--- src/hw/rtl/hlts_pkg.sv ---
// Shared types and constants for the header/length/tail frame sync unit.
// No dependencies; the controller, datapath, registers and top level import it.
package hlts_pkg;

  // Configuration port
  localparam int unsigned APB_AW = 5;
  localparam int unsigned APB_DW = 32;

  typedef enum logic [2:0] {
    REG_HEADER_WORD   = 3'd0,
    REG_HEADER_LENGTH = 3'd1,
    REG_FRAME_LENGTH  = 3'd2,
    REG_TAIL_CHECK    = 3'd3,
    REG_TAIL_BYTE     = 3'd4
  } reg_idx_e;

  localparam logic [31:0] HEADER_WORD_RST   = 32'h0000_00FF;
  localparam logic [2:0]  HEADER_LENGTH_RST = 3'd1;
  localparam logic [5:0]  FRAME_LENGTH_RST  = 6'd7;
  localparam logic        TAIL_CHECK_RST    = 1'b0;
  localparam logic [7:0]  TAIL_BYTE_RST     = 8'h0D;

  localparam int unsigned POS_W = 5;

  typedef struct packed {
    logic [31:0] header_word;
    logic [2:0]  hdr_len;
    logic [5:0]  frame_length;
    logic        tail_check;
    logic [7:0]  tail_byte;
  } cfg_t;

  // Controller -> datapath
  typedef struct packed {
    logic accept;     // rx transfer this cycle
    logic rd_tail;    // read store at frame_length - 1
    logic ld_first;   // start replay at byte 0
    logic load_out;   // capture read data into output register
    logic next_byte;  // advance replay index
  } dp_cmd_t;

  // Datapath -> controller
  typedef struct packed {
    logic frame_done; // accepted byte completes a frame
    logic tail_ok;    // tail byte passes (or check off)
    logic last;       // output register holds final byte
  } dp_sts_t;

endpackage

--- src/hw/rtl/hlts_ram.sv ---
// Generic simple dual-port RAM, one write and one registered read per cycle.
// No dependencies.
module hlts_ram #(
  parameter int unsigned WIDTH = 8,
  parameter int unsigned DEPTH = 32
) (
  input  logic                     clk_i,
  input  logic                     we_i,
  input  logic [$clog2(DEPTH)-1:0] waddr_i,
  input  logic [WIDTH-1:0]         wdata_i,
  input  logic [$clog2(DEPTH)-1:0] raddr_i,
  output logic [WIDTH-1:0]         rdata_o
);

  logic [WIDTH-1:0] mem_q [DEPTH];

  always_ff @(posedge clk_i) begin
    if (we_i) begin
      mem_q[waddr_i] <= wdata_i;
    end
    rdata_o <= mem_q[raddr_i];
  end

endmodule

--- src/hw/rtl/hlts_regs.sv ---
// APB configuration registers of the frame sync unit.
// Depends on hlts_pkg (register map, reset values, cfg_t).
module hlts_regs
  import hlts_pkg::*;
(
  input  logic              clk_i,
  input  logic              rst_ni,
  input  logic              psel,
  input  logic              penable,
  input  logic              pwrite,
  input  logic [APB_AW-1:0] paddr,
  input  logic [APB_DW-1:0] pwdata,
  output logic [APB_DW-1:0] prdata,
  output logic              pready,
  output cfg_t              cfg_o
);

  cfg_t     cfg_d, cfg_q;
  reg_idx_e idx;
  logic     wr_en;

  assign pready = 1'b1;
  assign idx    = reg_idx_e'(paddr[APB_AW-1:2]);
  assign wr_en  = psel & penable & pwrite & pready;

  always_comb begin
    cfg_d = cfg_q;
    if (wr_en) begin
      unique case (idx)
        REG_HEADER_WORD:   cfg_d.header_word   = pwdata;
        REG_HEADER_LENGTH: cfg_d.hdr_len       = pwdata[2:0];
        REG_FRAME_LENGTH:  cfg_d.frame_length  = pwdata[5:0];
        REG_TAIL_CHECK:    cfg_d.tail_check    = pwdata[0];
        REG_TAIL_BYTE:     cfg_d.tail_byte     = pwdata[7:0];
        default: ;
      endcase
    end
  end

  always_comb begin
    unique case (idx)
      REG_HEADER_WORD:   prdata = cfg_q.header_word;
      REG_HEADER_LENGTH: prdata = APB_DW'(cfg_q.hdr_len);
      REG_FRAME_LENGTH:  prdata = APB_DW'(cfg_q.frame_length);
      REG_TAIL_CHECK:    prdata = APB_DW'(cfg_q.tail_check);
      REG_TAIL_BYTE:     prdata = APB_DW'(cfg_q.tail_byte);
      default:           prdata = '0;
    endcase
  end

  always_ff @(posedge clk_i or negedge rst_ni) begin
    if (!rst_ni) begin
      cfg_q.header_word   <= HEADER_WORD_RST;
      cfg_q.hdr_len       <= HEADER_LENGTH_RST;
      cfg_q.frame_length  <= FRAME_LENGTH_RST;
      cfg_q.tail_check    <= TAIL_CHECK_RST;
      cfg_q.tail_byte     <= TAIL_BYTE_RST;
    end else begin
      cfg_q <= cfg_d;
    end
  end

  assign cfg_o = cfg_q;

endmodule

--- src/hw/rtl/hlts_dpath.sv ---
// Datapath of the frame sync unit: header match, fill count, frame store,
// tail check and replay output register. Depends on hlts_pkg and hlts_ram.
module hlts_dpath
  import hlts_pkg::*;
#(
  parameter int unsigned MAX_FRAME  = 32,
  parameter int unsigned MAX_HEADER = 4
) (
  input  logic             clk_i,
  input  logic             rst_ni,
  input  cfg_t             cfg_i,
  input  dp_cmd_t          cmd_i,
  output dp_sts_t          sts_o,
  input  logic [7:0]       rx_byte_i,
  input  logic             line_error_i,
  output logic [7:0]       frame_byte_o,
  output logic [POS_W-1:0] byte_position_o,
  output logic             last_o
);

  localparam int unsigned IDX_W  = $clog2(MAX_FRAME);
  localparam int unsigned LEN_W  = $clog2(MAX_FRAME + 1);
  localparam int unsigned CW     = (LEN_W + 1 > 7) ? LEN_W + 1 : 7;
  localparam int unsigned FILL_W = IDX_W;

  logic              in_frame_d, in_frame_q;
  logic [FILL_W-1:0] fill_d, fill_q;
  logic [LEN_W-1:0]  fl_q;
  logic              tchk_q;
  logic [7:0]        tbyte_q;
  logic [IDX_W-1:0]  k_q;
  logic [7:0]        byte_q;
  logic [POS_W-1:0]  pos_q;
  logic              last_q;

  logic [2:0]        hl_eff;
  logic [CW-1:0]     hl_w, fl_w, fill_w, pos_w, idx_w, fill_nx, wr_idx;
  logic [7:0]        want;
  logic              hdr_match, hdr_full, done, take;
  logic              we;
  logic [IDX_W-1:0]  raddr, fl_m1;
  logic [7:0]        rdata;

  // Effective lengths, clamped as the registers may hold anything
  always_comb begin
    hl_eff = cfg_i.hdr_len;
    if (hl_eff == 3'd0) hl_eff = 3'd1;
    if (hl_eff > 3'(MAX_HEADER)) hl_eff = 3'(MAX_HEADER);
    hl_w = CW'(hl_eff);
    fl_w = CW'(cfg_i.frame_length);
    if (fl_w <= hl_w) fl_w = hl_w + CW'(1);
    if (fl_w > CW'(MAX_FRAME)) fl_w = CW'(MAX_FRAME);
  end

  assign fill_w    = CW'(fill_q);
  assign pos_w     = (fill_w < hl_w) ? fill_w : '0;
  assign want      = cfg_i.header_word[{pos_w[1:0], 3'b000} +: 8];
  assign hdr_match = (rx_byte_i == want);
  assign hdr_full  = (pos_w + CW'(1) == hl_w);

  assign idx_w     = hl_w + fill_w;
  assign fill_nx   = fill_w + CW'(1);
  assign done      = (fill_nx >= fl_w - hl_w);

  assign take      = cmd_i.accept & ~line_error_i;
  assign wr_idx    = in_frame_q ? idx_w : pos_w;
  assign we        = take & (wr_idx < CW'(MAX_FRAME));

  always_comb begin
    in_frame_d = in_frame_q;
    fill_d     = fill_q;
    if (cmd_i.accept) begin
      if (line_error_i) begin
        in_frame_d = 1'b0;
        fill_d     = '0;
      end else if (!in_frame_q) begin
        if (hdr_match && hdr_full) begin
          in_frame_d = 1'b1;
          fill_d     = '0;
        end else if (hdr_match) begin
          fill_d = FILL_W'(pos_w + CW'(1));
        end else begin
          fill_d = '0;
        end
      end else if (done) begin
        in_frame_d = 1'b0;
        fill_d     = '0;
      end else begin
        fill_d = FILL_W'(fill_nx);
      end
    end
  end

  always_ff @(posedge clk_i or negedge rst_ni) begin
    if (!rst_ni) begin
      in_frame_q <= 1'b0;
      fill_q     <= '0;
    end else begin
      in_frame_q <= in_frame_d;
      fill_q     <= fill_d;
    end
  end

  // Frame parameters are frozen when a frame completes
  always_ff @(posedge clk_i) begin
    if (sts_o.frame_done) begin
      fl_q    <= LEN_W'(fl_w);
      tchk_q  <= cfg_i.tail_check;
      tbyte_q <= cfg_i.tail_byte;
    end
    if (cmd_i.ld_first) begin
      k_q <= '0;
    end else if (cmd_i.next_byte) begin
      k_q <= k_q + IDX_W'(1);
    end
    if (cmd_i.load_out) begin
      byte_q <= rdata;
      pos_q  <= POS_W'(k_q);
      last_q <= (k_q == fl_m1);
    end
  end

  assign fl_m1 = IDX_W'(fl_q - LEN_W'(1));
  assign raddr = cmd_i.rd_tail ? fl_m1 : k_q;

  hlts_ram #(
    .WIDTH (8),
    .DEPTH (MAX_FRAME)
  ) u_store (
    .clk_i   (clk_i),
    .we_i    (we),
    .waddr_i (wr_idx[IDX_W-1:0]),
    .wdata_i (rx_byte_i),
    .raddr_i (raddr),
    .rdata_o (rdata)
  );

  assign sts_o.frame_done = take & in_frame_q & done;
  assign sts_o.tail_ok    = ~tchk_q | (rdata == tbyte_q);
  assign sts_o.last       = last_q;

  assign frame_byte_o    = byte_q;
  assign byte_position_o = pos_q;
  assign last_o          = last_q;

endmodule

--- src/hw/rtl/hlts_ctrl.sv ---
// Controller of the frame sync unit: input handshake, tail check and
// replay sequencing. Depends on hlts_pkg (dp_cmd_t, dp_sts_t).
module hlts_ctrl
  import hlts_pkg::*;
(
  input  logic    clk_i,
  input  logic    rst_ni,
  input  logic    rx_valid_i,
  output logic    rx_ready_o,
  output logic    frame_valid_o,
  input  logic    frame_ready_i,
  input  dp_sts_t sts_i,
  output dp_cmd_t cmd_o
);

  typedef enum logic [5:0] {
    S_IDLE     = 6'b000001,
    S_TAIL_RD  = 6'b000010,
    S_TAIL_CHK = 6'b000100,
    S_RD       = 6'b001000,
    S_LOAD     = 6'b010000,
    S_SEND     = 6'b100000
  } state_e;

  state_e state_d, state_q;

  assign rx_ready_o    = (state_q == S_IDLE);
  assign frame_valid_o = (state_q == S_SEND);

  always_comb begin
    state_d = state_q;
    cmd_o   = '0;
    unique case (state_q)
      S_IDLE: begin
        cmd_o.accept = rx_valid_i;
        if (rx_valid_i && sts_i.frame_done) state_d = S_TAIL_RD;
      end
      S_TAIL_RD: begin
        cmd_o.rd_tail = 1'b1;
        state_d       = S_TAIL_CHK;
      end
      S_TAIL_CHK: begin
        if (sts_i.tail_ok) begin
          cmd_o.ld_first = 1'b1;
          state_d        = S_RD;
        end else begin
          state_d = S_IDLE;
        end
      end
      S_RD: begin
        state_d = S_LOAD;
      end
      S_LOAD: begin
        cmd_o.load_out = 1'b1;
        state_d        = S_SEND;
      end
      S_SEND: begin
        if (frame_ready_i) begin
          if (sts_i.last) begin
            state_d = S_IDLE;
          end else begin
            cmd_o.next_byte = 1'b1;
            state_d         = S_RD;
          end
        end
      end
      default: state_d = S_IDLE;
    endcase
  end

  always_ff @(posedge clk_i or negedge rst_ni) begin
    if (!rst_ni) begin
      state_q <= S_IDLE;
    end else begin
      state_q <= state_d;
    end
  end

endmodule

--- src/hw/rtl/header_length_tail_frame_sync_unit.sv ---
// Frame synchronizer for one serial receive channel: hunts for a 1..4 byte
// header, collects a fixed-length frame, optionally checks the tail byte and
// replays a good frame byte by byte.
//
// Channels: rx (rx_byte_i, line_error_i) and frame (frame_byte_o,
// byte_position_o, last_o), both valid/ready; a transfer happens when both
// are high. line_error_i set in a transfer drops the partial frame and sends
// the parser back to hunting. Configuration through the APB port, one
// 32-bit register every 4 bytes.
// Sequencing: a byte that does not end a frame leaves rx ready. The byte
// that ends a frame starts a tail read of the frame store (S_TAIL_RD,
// S_TAIL_CHK); if the tail passes, each frame byte then goes through store
// read, output load and transfer (S_RD, S_LOAD, S_SEND), the transfer
// waiting while the receiver holds frame_ready_i low. rx is held off until
// the unit is idle again, a sequence set by the store's single read port.
// Reset: registers return to header 0xFF, header length 1, frame length 7,
// tail check off, tail 0x0D; the parser starts hunting. The frame store is
// not cleared. A stalled output byte simply holds in the output register.
module header_length_tail_frame_sync_unit
  import hlts_pkg::*;
#(
  parameter int unsigned MAX_FRAME  = 32,
  parameter int unsigned MAX_HEADER = 4
) (
  input  logic              clk_i,
  input  logic              rst_ni,
  // configuration
  input  logic              psel,
  input  logic              penable,
  input  logic              pwrite,
  input  logic [APB_AW-1:0] paddr,
  input  logic [APB_DW-1:0] pwdata,
  output logic [APB_DW-1:0] prdata,
  output logic              pready,
  // receive bytes
  input  logic              rx_valid_i,
  output logic              rx_ready_o,
  input  logic [7:0]        rx_byte_i,
  input  logic              line_error_i,
  // replayed frame
  output logic              frame_valid_o,
  input  logic              frame_ready_i,
  output logic [7:0]        frame_byte_o,
  output logic [POS_W-1:0]  byte_position_o,
  output logic              last_o
);

  cfg_t    cfg;
  dp_cmd_t cmd;
  dp_sts_t sts;

  hlts_regs u_regs (
    .clk_i   (clk_i),
    .rst_ni  (rst_ni),
    .psel    (psel),
    .penable (penable),
    .pwrite  (pwrite),
    .paddr   (paddr),
    .pwdata  (pwdata),
    .prdata  (prdata),
    .pready  (pready),
    .cfg_o   (cfg)
  );

  hlts_ctrl u_ctrl (
    .clk_i         (clk_i),
    .rst_ni        (rst_ni),
    .rx_valid_i    (rx_valid_i),
    .rx_ready_o    (rx_ready_o),
    .frame_valid_o (frame_valid_o),
    .frame_ready_i (frame_ready_i),
    .sts_i         (sts),
    .cmd_o         (cmd)
  );

  hlts_dpath #(
    .MAX_FRAME  (MAX_FRAME),
    .MAX_HEADER (MAX_HEADER)
  ) u_dpath (
    .clk_i           (clk_i),
    .rst_ni          (rst_ni),
    .cfg_i           (cfg),
    .cmd_i           (cmd),
    .sts_o           (sts),
    .rx_byte_i       (rx_byte_i),
    .line_error_i    (line_error_i),
    .frame_byte_o    (frame_byte_o),
    .byte_position_o (byte_position_o),
    .last_o          (last_o)
  );

endmodule
--- config.mk ---
export PLATFORM = sky130hd
export DESIGN_NAME = header_length_tail_frame_sync_unit
export DESIGN_NICKNAME = d
export VERILOG_FILES = /design/src/hw/rtl/hlts_pkg.sv /design/src/hw/rtl/hlts_ram.sv /design/src/hw/rtl/hlts_regs.sv /design/src/hw/rtl/hlts_dpath.sv /design/src/hw/rtl/hlts_ctrl.sv /design/src/hw/rtl/header_length_tail_frame_sync_unit.sv
export SDC_FILE = /design/constraint.sdc
export NUM_CORES = 1
export LEC_CHECK = 0
export ABC_AREA = 0
export ABC_CLOCK_PERIOD_IN_PS = 8500
export BUFFER_PORTS_ARGS = -buffer_cell sky130_fd_sc_hd__buf_4
export CAP_MARGIN = 30
export CORE_ASPECT_RATIO = 0.8
export CORE_MARGIN = 4
export CORE_UTILIZATION = 40
export DETAILED_ROUTE_END_ITERATION = 10
export PLACE_DENSITY = 0.66
export SYNTH_ARGS = -nofsm -noshare
export SYNTH_HDL_FRONTEND = slang
export SYNTH_HIERARCHICAL = 1
export SYNTH_SLANG_ARGS = --single-unit
export TNS_END_PERCENT = 100
--- constraint.sdc ---
create_clock -name clk_i -period 8.5 [get_ports clk_i]
set_input_delay 0 -clock clk_i [delete_from_list [all_inputs] [get_ports clk_i]]
set_output_delay 0 -clock clk_i [all_outputs]
set_load 0.01 [all_outputs]
======== After elaboration in Yosys (flattened, before gate mapping) ========
Memories as Yosys holds them, arrays and structs flattened. A register that Yosys moved wholly into a read port is not among the register bits.
Index checks and enable logic that the tools add are counted.
word-level totals
  flip-flop bits (word level) ............. 95
  bits in writable memories ............... 256
  input port bits ......................... 53
  output and inout bits ................... 49
  logic and storage cells ................. 97
  memories kept ........................... 1
operators by class
  add/subtract/negate cells ............... 7
  magnitude comparators ................... 6
  eq/ne operators ......................... 16
  shifts and indexed selects .............. 1
  muxes and demuxes ....................... 32
  bitwise gates (word level) .............. 9
  reduce and logical (&&, ||, !) cells .... 10
memory list
  name                   depth  width  rd ports  clocked after Yosys merged registers in  wr ports  line            RTL
  u_dpath.u_store.mem_q  32     8      1         1                                        1         hlts_ram.sv:15  logic [WIDTH-1:0] mem_q [DEPTH];
operators by type and width
  kind                 count
  $pmux 32 s5          1
  $pmux 6 s6           1
  $mux 5               7
  $shiftx 32x6->8      1
  $mux 7               3
  $eq 8x8->1           2
  $mux 1               14
  $mux 6               2
  $reduce_and 2->1     6
  $mux 4               2
  $add 7x1->7 const B  1
  $eq 7x3->1           1
  $ge 7x7->1           1
  $gt 7x6->1 const B   1
  $lt 7x6->1 const B   1
  $sub 7x3->7          1
  $add 3x5->6          1
  $add 5x1->6 const B  1
  $and 1x1->1          6
  $eq 3x2->1 const B   2
  $eq 6x1->1 const B   1
  $eq 6x2->1 const B   1
  $eq 6x3->1 const B   1
  $eq 6x4->1 const B   1
  17 further kinds     22

======== Depth between registers and ports, before layout ========
Gate-level depths: netlist of run 1.
  depth after elaboration ................. 14
  gate-level depth with buffers ........... 27
  gate-level depth less buffers ........... 26

======== Modules after synthesis ========
Netlist of run 1, hierarchy kept.
modules (own cells, without submodules)
  module      instances  cells an instance  area each (µm²)  sequential area each (µm²)
  hlts_ram    1          417                10053.4          7847.5
  hlts_dpath  1          301                2967.8           1091.0
  hlts_regs   1          176                2496.1           1270.0
  hlts_ctrl   1          38                 376.6            151.4

======== Worst setup path after synthesis of run 1 ========
OpenSTA, ideal clock, no wires.
  path type ............................... register -> register
  from .................................... register u_regs.cfg_q (netlist bit u_regs/cfg_o[17])
  to ...................................... register u_ctrl.state_q[0]
  setup time .............................. 0.088 ns
  arrival ................................. 4.729 ns
  data required time ...................... 8.412 ns
  setup slack ............................. 3.683 ns
  cell stages (with the launch flop) ...... 27
  buffers on the path ..................... 1
  clock period less this slack ............ 4.817 ns
  cell sequence ........................... dfrtp_1 > inv_1 > o21ai_0 > inv_1 > ha_1 > inv_1 > a21o_1 > a21oi_1 > a31oi_1 > nor2b_1 > clkbuf_1 > mux2i_1 > o41a_1 > or2_2 > ha_1 > inv_1 > fa_1 > inv_1 > ha_1 > a21o_1 > a21o_1 > a21o_1 > a21oi_1 > nor2_1 > and2_1 > o221a_1 > o22ai_2
RTL lines
  element                 line             RTL
  start, declared         hlts_regs.sv:18  cfg_t cfg_d, cfg_q;
  start signal, assigned  hlts_regs.sv:59  cfg_q <= cfg_d;
  end signal, assigned    hlts_ctrl.sv:75  state_q <= state_d;
  end, declared           hlts_ctrl.sv:25  state_e state_d, state_q;

======== Worst setup path in the final report of run 1 ========
  from .................................... register u_regs.cfg_q (netlist bit u_regs/cfg_o[17])
  to ...................................... register u_dpath.fill_q[3]
between the ends
  longest elaborated chain between the ends .. 13
  elaborated cells between the ends (all ways) .. 23
  classes of those cells .................. add/sub (3); order compare (5); eq/ne (2); shift (1); mux (10); reduce/logical (2)
RTL lines
  element                                           line               RTL
  $logic_not 3->1                                   hlts_dpath.sv:47   if (hl_eff == 3'd0) hl_eff = 3'd1;
  $mux 3 (*)                                        hlts_dpath.sv:47
  $gt 3x3->1                                        hlts_dpath.sv:48   if (hl_eff > 3'(MAX_HEADER)) hl_eff = 3'(MAX_HEADER);
  $mux 3 (*)                                        hlts_dpath.sv:48
  $le 6x3->1 / $add 3x1->4 (equally long branches)  hlts_dpath.sv:51   if (fl_w <= hl_w) fl_w = hl_w + CW'(1);
  $mux 7                                            hlts_dpath.sv:51
  $gt 7x6->1                                        hlts_dpath.sv:52   if (fl_w > CW'(MAX_FRAME)) fl_w = CW'(MAX_FRAME);
  $mux 7                                            hlts_dpath.sv:52
  $sub 7x3->7                                       hlts_dpath.sv:63   assign done = (fill_nx >= fl_w - hl_w);
  $ge 7x7->1                                        hlts_dpath.sv:63
  $mux 5                                            hlts_dpath.sv:85   end else if (done) begin
  $mux 5 (*)                                        hlts_dpath.sv:76   end else if (!in_frame_q) begin
  $mux 5 (*)                                        hlts_dpath.sv:73   if (line_error_i) begin
  end signal, assigned                              hlts_dpath.sv:100  fill_q <= fill_d;
  end, declared                                     hlts_dpath.sv:27   logic [FILL_W-1:0] fill_d, fill_q;
Every way passes the cells marked *; elsewhere a longest branch is shown, timed or not.
A chain may end at the register's enable or synchronous reset.

==> flow_metrics.env, run 1 <==
export IMPL_grt_max_degree=63
export IMPL_maxCapViolCount=0
export IMPL_dieWidth_um=231
export IMPL_status="completed"
export IMPL_fin_tns_setup_ns=0
export IMPL_final_nets=1152
export IMPL_die_h_um=186
export IMPL_synth_largest_area_cell="edfxtp_1"
export IMPL_pre_cts_ws_ns=3.18
export IMPL_dp_hpwl_um=22900
export IMPL_cts_tree="done"
export IMPL_ios=102
export IMPL_rsz0062_at_grt="no"
export IMPL_worst_setup_path_type="reg2reg"
export IMPL_track_usage=0.161
export IMPL_grt_pass1_vias=8602
export IMPL_leakage_nw=6.63
export IMPL_synth_top_flop_cell="edfxtp_1"
export IMPL_dr_pass1_iters=5
export IMPL_p_per_area_nw_per_um2=218
export IMPL_fmax_mhz=184
export IMPL_grt_pass1_wl_um=52900
export IMPL_synthAdderAreaFrac=0.0206
export IMPL_grt_overflow=0
export IMPL_synth_area_mux_share=0.176
export IMPL_core_um2=39400
export IMPL_num_vias=8746
export IMPL_cts_reportedPaths_clkPinSlew_ns=0.06
export IMPL_synthDominantCellAreaShare=0.537
export IMPL_ir_drop_uv=114
export IMPL_cts_buffers=35
export IMPL_final_common_cell="edfxtp_1"
export IMPL_async_flop_share=0.173
export IMPL_end_kind="register"
export IMPL_ctsHoldBuffers=44
export IMPL_worstPathArrival_ns=5.84
export IMPL_drt_iter0_markers=876
export IMPL_synth_cells=932
export IMPL_drv_slew=0
export IMPL_io_buffers=98
export IMPL_root_buffer="clkbuf_16"
export IMPL_setup_slack_ns=3.07
export IMPL_ys_types=69
export IMPL_synth_edf_count=284
export IMPL_worstMarginPinSlew_ns=0.936
export IMPL_cts_sinks=359
export IMPL_drive_gt1_frac=0.312
export IMPL_synth_warning_count=6
export IMPL_cts_resized=0
export IMPL_startpoint_type="register"
export IMPL_finalHoldViolCount=0
export IMPL_initial_core_util=0.404
export IMPL_clk_latency_ns=0.53
export IMPL_yosys_area_share_simple=0.0748
export IMPL_syn_area_um2=15900
export IMPL_post_cts_buffers=0
export IMPL_syn_to_final_growth_pct=17.2
export IMPL_required_ns=8.91
export IMPL_period_needed_ns=5.43
export IMPL_path_max_fanout=8
export IMPL_layout_common_cells="edfxtp_1, buf_4, mux4_2"
export IMPL_syn_avg_cell_area_um2=17.1
export IMPL_synthesis_nets=1010
export IMPL_synth_top_family_by_area="multiplexers"
export IMPL_place_gp_congestion=0.860
export IMPL_relSlewSlack=0.373
export IMPL_min_path_type="in2reg"
export IMPL_num_fill_cells=3329
export IMPL_fp_dieArea_um2=43000
export IMPL_grt_antenna_before_repair=1
export IMPL_detail_route_antenna_nets=0
export IMPL_finClkSkew_ns=0.0172
export IMPL_diodes=0
export IMPL_vias_per_cell=5.35
export IMPL_fin_crit_sh=0.638
export IMPL_rows=65
export IMPL_routed_wirelength_um=35000
export IMPL_drc=0
export IMPL_cts_max_level=2
export IMPL_clockBufferDepth=3
export IMPL_setup_viol=0
export IMPL_synthXorXnorAreaFrac=0.0176
export IMPL_ys_seq_area_frac=0.652
export IMPL_synth_compound_area_frac=0.0346
export IMPL_synth_seq_cells=359
export IMPL_post_drt_wl_per_cell_um=21.4
export IMPL_yosys_top_cells_area="edfxtp_1, mux4_2, dfrtp_1"
==> flip-flops by register name, indices dropped and copies added (netlist names) <==
name	cells
u_dpath/k_q	5
u_dpath/u_store/rdata_o	8
u_dpath/last_o	1
u_dpath/u_store/mem_q	256
u_regs/cfg_o	50
u_dpath/tbyte_q	8
u_ctrl/state_q	6
u_dpath/fill_q	5
u_dpath/fl_q	5
u_dpath/tchk_q	1
u_dpath/byte_position_o	5
u_dpath/frame_byte_o	8
u_dpath/in_frame_q	1
==> final cells by class <==
class | instances | area [um^2] | area share
tap | 536 | 671 | 0.0360
sequential | 359 | 10400 | 0.556
multi-input combinational | 504 | 5190 | 0.278
inverter | 23 | 86.3 | 0.00463
clock buffer | 42 | 902 | 0.0484
timing repair buffer | 151 | 1240 | 0.0668
clock inverter | 20 | 176 | 0.00947
==> Yosys cell counts (4+ instances only) <==
| cell type | count |
|---|---|
| edfxtp_1 | 284 |
| mux4_2 | 80 |
| nor2_1 | 59 |
| dfrtp_1 | 46 |
| mux2_2 | 30 |
| mux2_4 | 30 |
| and2_1 | 28 |
| nor3_1 | 24 |
| ha_1 | 23 |
| inv_1 | 23 |
| nand2_1 | 22 |
| mux2i_1 | 21 |
| xnor2_1 | 21 |
| a21oi_1 | 20 |
| clkbuf_1 | 17 |
| dfstp_2 | 16 |
| dfxtp_1 | 13 |
| o21ai_0 | 13 |
| nand3_1 | 11 |
| xor2_1 | 11 |
| buf_4 | 10 |
| a2bb2oi_1 | 8 |
| nor2b_1 | 7 |
| a21o_1 | 6 |
| a22oi_1 | 6 |
| buf_1 | 6 |
| buf_2 | 6 |
| nand3b_1 | 6 |
| nand4_1 | 5 |
| nor3b_1 | 5 |
| o21a_1 | 5 |
| or2_2 | 5 |
| buf_6 | 4 |
| or3_1 | 4 |
==> kinds of logic after synthesis <==
family	after synthesis
other	1
multiplexers	161
XOR/XNOR	32
buffers and inverters	69
adder cells (fa/ha/maj)	25
AO/OA/AOI/OAI	79
flip-flops	359
AND/OR/NAND/NOR	206
==> critical path: stages, from the launching register on <==
cell      delay (ns)
dfrtp_1         0.50
inv_1           0.15
o21ai_0         0.14
inv_1           0.27
ha_1            0.21
inv_1           0.04
a21o_1          0.14
a21oi_1         0.14
a31oi_1         0.06
nor2b_1         0.36
mux2i_1         0.13
o41a_1          0.35
or2_2           0.31
ha_1            0.19
inv_1           0.08
fa_1            0.41
inv_1           0.06
ha_1            0.21
a21o_1          0.15
a21o_1          0.16
a21o_1          0.19
a211oi_1        0.66
a21boi_0        0.25
a21oi_1         0.06
o41ai_1         0.07
==> path summary, 6_finish.rpt <==
path                       cells past startpoint                       to  slack (ns)                       start
min in group asynchronous                      2        u_ctrl/state_q[5]        0.08                      rst_ni
max                                           24        u_dpath/fill_q[3]        3.07            u_regs/cfg_o[17]
min                                            3          u_regs/cfg_o[8]        0.04                    paddr[4]
max in group asynchronous                      2        u_dpath/fill_q[3]        7.83                      rst_ni
max reg2reg                                   24        u_dpath/fill_q[3]        3.07            u_regs/cfg_o[17]
min reg2reg                                    0  u_dpath/frame_byte_o[0]        0.46  u_dpath/u_store/rdata_o[0]
==> per-stage QoR <==
stage / power, mW / std cells / hold slack, ns / util / area, um^2
after CTS: 4.10 / 1635 / 0.0150 / 0.473 / 18600
after global placement: 2.59 / 1527 / 0.135 / 0.434 / 17100
after global routing: 4.24 / 1635 / 0.0456 / 0.473 / 18600
final: 4.06 / 1635 / 0.0433 / 0.473 / 18600
after detailed placement: 2.60 / 1529 / 0.139 / 0.435 / 17100
after floorplan: 2.43 / 932 / -0.296 / - / 15900
==> report_power, final <==
part	total [mW]	switching, mW	internal [mW]
combinational	0.534	0.267	0.267
sequential	2.05	0.0731	1.98
clock	1.47	0.646	0.828
==> per-layer routing <==
metal	vias up	GRT usage	wire [um]
met5	-	0	13
met4	2	0.0308	407
met3	40	0.0402	2800
met2	277	0.232	15500
met1	4481	0.250	16300
li1	3946	-	-
(Power assumes the default switching activity.)
==> run 2, diff against run 1 <==
Settings changed: ABC_CLOCK_PERIOD_IN_PS 8500 to 5600.
Clock period 8.5 ns to 5.6 ns, I/O delays scaled along.
==> run 2 against run 1 <==
Sequential share of layout area is 0.30 points lower. Register-to-register slack worse by 2.6 ns. Non-clock buffer count rose by 5. Critical endpoint unchanged. Sequential power grew 52%. Clock skew barely moved. Count of clock-buffer cells in the layout up 8. First-iteration DRC count decreased by 22%. Sequential cell count unchanged. Clock power is 58% higher.
==> flow_metrics.env, run 2 (same netlist as run 1, synthesis figures left out) <==
export IMPL_detail_route_antenna_nets=0
export IMPL_layout_common_cells="edfxtp_1, buf_4, mux4_2"
export IMPL_largest_reg_flops=256
export IMPL_period_needed_ns=5.17
export IMPL_final_nets=1158
export IMPL_worstMarginPinSlew_ns=0.937
export IMPL_finalHoldViolCount=0
export IMPL_timing_hold_ws_ns=0.0340
export IMPL_rsz0062_at_grt="no"
export IMPL_die_h_um=186
export IMPL_dp_hpwl_um=23200
export IMPL_fin_tns_setup_ns=0
export IMPL_grt_max_degree=65
export IMPL_fmax_mhz=193
export IMPL_leakage_nw=6.71
export IMPL_post_drt_wl_per_cell_um=21.1
export IMPL_dieWidth_um=231
export IMPL_finClkSkew_ns=0.0175
export IMPL_drive_gt1_frac=0.315
export IMPL_cts_resized=0
export IMPL_drt_iter0_markers=683
export IMPL_r2r_end="u_dpath/fill_q[3]"
export IMPL_diodes=0
export IMPL_cts_sinks=359
export IMPL_cts_reportedPaths_clkPinSlew_ns=0.06
export IMPL_cts_tree="done"
export IMPL_end_kind="register"
export IMPL_core_um2=39400
export IMPL_final_common_cell="edfxtp_1"
export IMPL_cp_slowest_stage_delay_ns=0.48
export IMPL_status="completed"
export IMPL_path_common_cell="inv_1"
export IMPL_cts_buffers=36
export IMPL_grt_pass1_vias=8634
export IMPL_vias_per_cell=5.29
export IMPL_io_buffers=98
export IMPL_ff2ff_setup_slack_ns=0.43
export IMPL_track_usage=0.160
export IMPL_worstPathArrival_ns=5.57
export IMPL_initial_core_util=0.404
export IMPL_grt_antenna_before_repair=0
export IMPL_drv_slew=0
export IMPL_cp_depth=25
export IMPL_grt_overflow=0
export IMPL_clk_latency_ns=0.53
export IMPL_root_buffer="clkbuf_16"
export IMPL_top_register="u_dpath/u_store/mem_q"
export IMPL_clockBufferDepth=3
export IMPL_fp_dieArea_um2=43000
export IMPL_required_ns=6.01
export IMPL_cp_top_family="compound AO/OA/AOI/OAI gates"
export IMPL_maxCapViolCount=0
export IMPL_slowest_stage="dfrtp_1"
export IMPL_worstRegToRegCells=25
export IMPL_relSlewSlack=0.375
export IMPL_path_max_fanout=8
export IMPL_post_cts_buffers=0
export IMPL_routed_wirelength_um=34700
export IMPL_p_per_area_nw_per_um2=333
export IMPL_r2r_start="u_regs/cfg_o[17]"
export IMPL_grt_pass1_wl_um=52600
export IMPL_ir_drop_uv=187
export IMPL_setup_viol=0
export IMPL_num_vias=8688
export IMPL_startpoint="u_regs/cfg_o[17]"
export IMPL_drc=0
export IMPL_ctsHoldBuffers=44
export IMPL_ios=102
export IMPL_place_gp_congestion=0.829
export IMPL_dr_pass1_iters=5
export IMPL_worst_path_buf_inv=6
export IMPL_syn_to_final_growth_pct=17.8
export IMPL_fin_crit_sh=0.923
export IMPL_rows=65
export IMPL_startpoint_type="register"
export IMPL_cts_max_level=2
export IMPL_worst_setup_path_type="reg2reg"
export IMPL_crit_path_end="u_dpath/fill_q[3]"
export IMPL_min_path_type="in2reg"
## run 2: metal layers
metal	global-route usage	vias to the layer above	wire, um
met2	0.243	236	15700
met5	0	-	0
met1	0.237	4480	16100
li1	-	3928	-
met4	0.0356	0	610
met3	0.0396	44	2260
## run 2: worst min path at each step
stage               startpoint                 to  slack [ns]  cells after the start
CTS                   paddr[4]    u_regs/cfg_o[8]       0.003                      3
global placement        rst_ni  u_ctrl/state_q[4]        0.14                      1
finish                paddr[4]    u_regs/cfg_o[8]        0.03                      3
global route          paddr[4]    u_regs/cfg_o[8]        0.04                      3
detailed placement      rst_ni  u_ctrl/state_q[2]        0.14                      1
floorplan               rst_ni  u_ctrl/state_q[1]       -0.30                      0
## run 2: worst min-delay path: stages
cell and delay (ns):
buf_4 0.21, nor4bb_1 0.09, mux2_2 0.21
## run 2: metrics by stage
stage / setup WS [ns] / cell area [um^2] / utilization / power, mW / cells
after floorplan: 0.783 / 15900 / - / 3.69 / 932
after global placement: 0.528 / 17100 / 0.436 / 3.93 / 1532
after CTS: 0.456 / 18700 / 0.476 / 6.30 / 1642
final: 0.432 / 18700 / 0.476 / 6.24 / 1642
after detailed placement: 0.466 / 17200 / 0.436 / 3.95 / 1534
after global routing: 0.0411 / 18700 / 0.476 / 6.51 / 1642
## run 2: power breakdown
group | internal, mW | leakage (nW) | switching, mW
sequential | 3.00 | 3.44 | 0.111
clock | 1.34 | 0.551 | 0.976
combinational | 0.407 | 2.71 | 0.405
## run 2: final cells by class
cell class / count / area, um^2
Tap cell: 536 / 671
Inverter: 23 / 86.3
Clock buffer: 50 / 995
Fill cell: 3370 / 20600
Sequential cell: 359 / 10400
Multi-Input combinational cell: 504 / 5190
Timing Repair Buffer: 156 / 1290
Clock inverter: 14 / 134
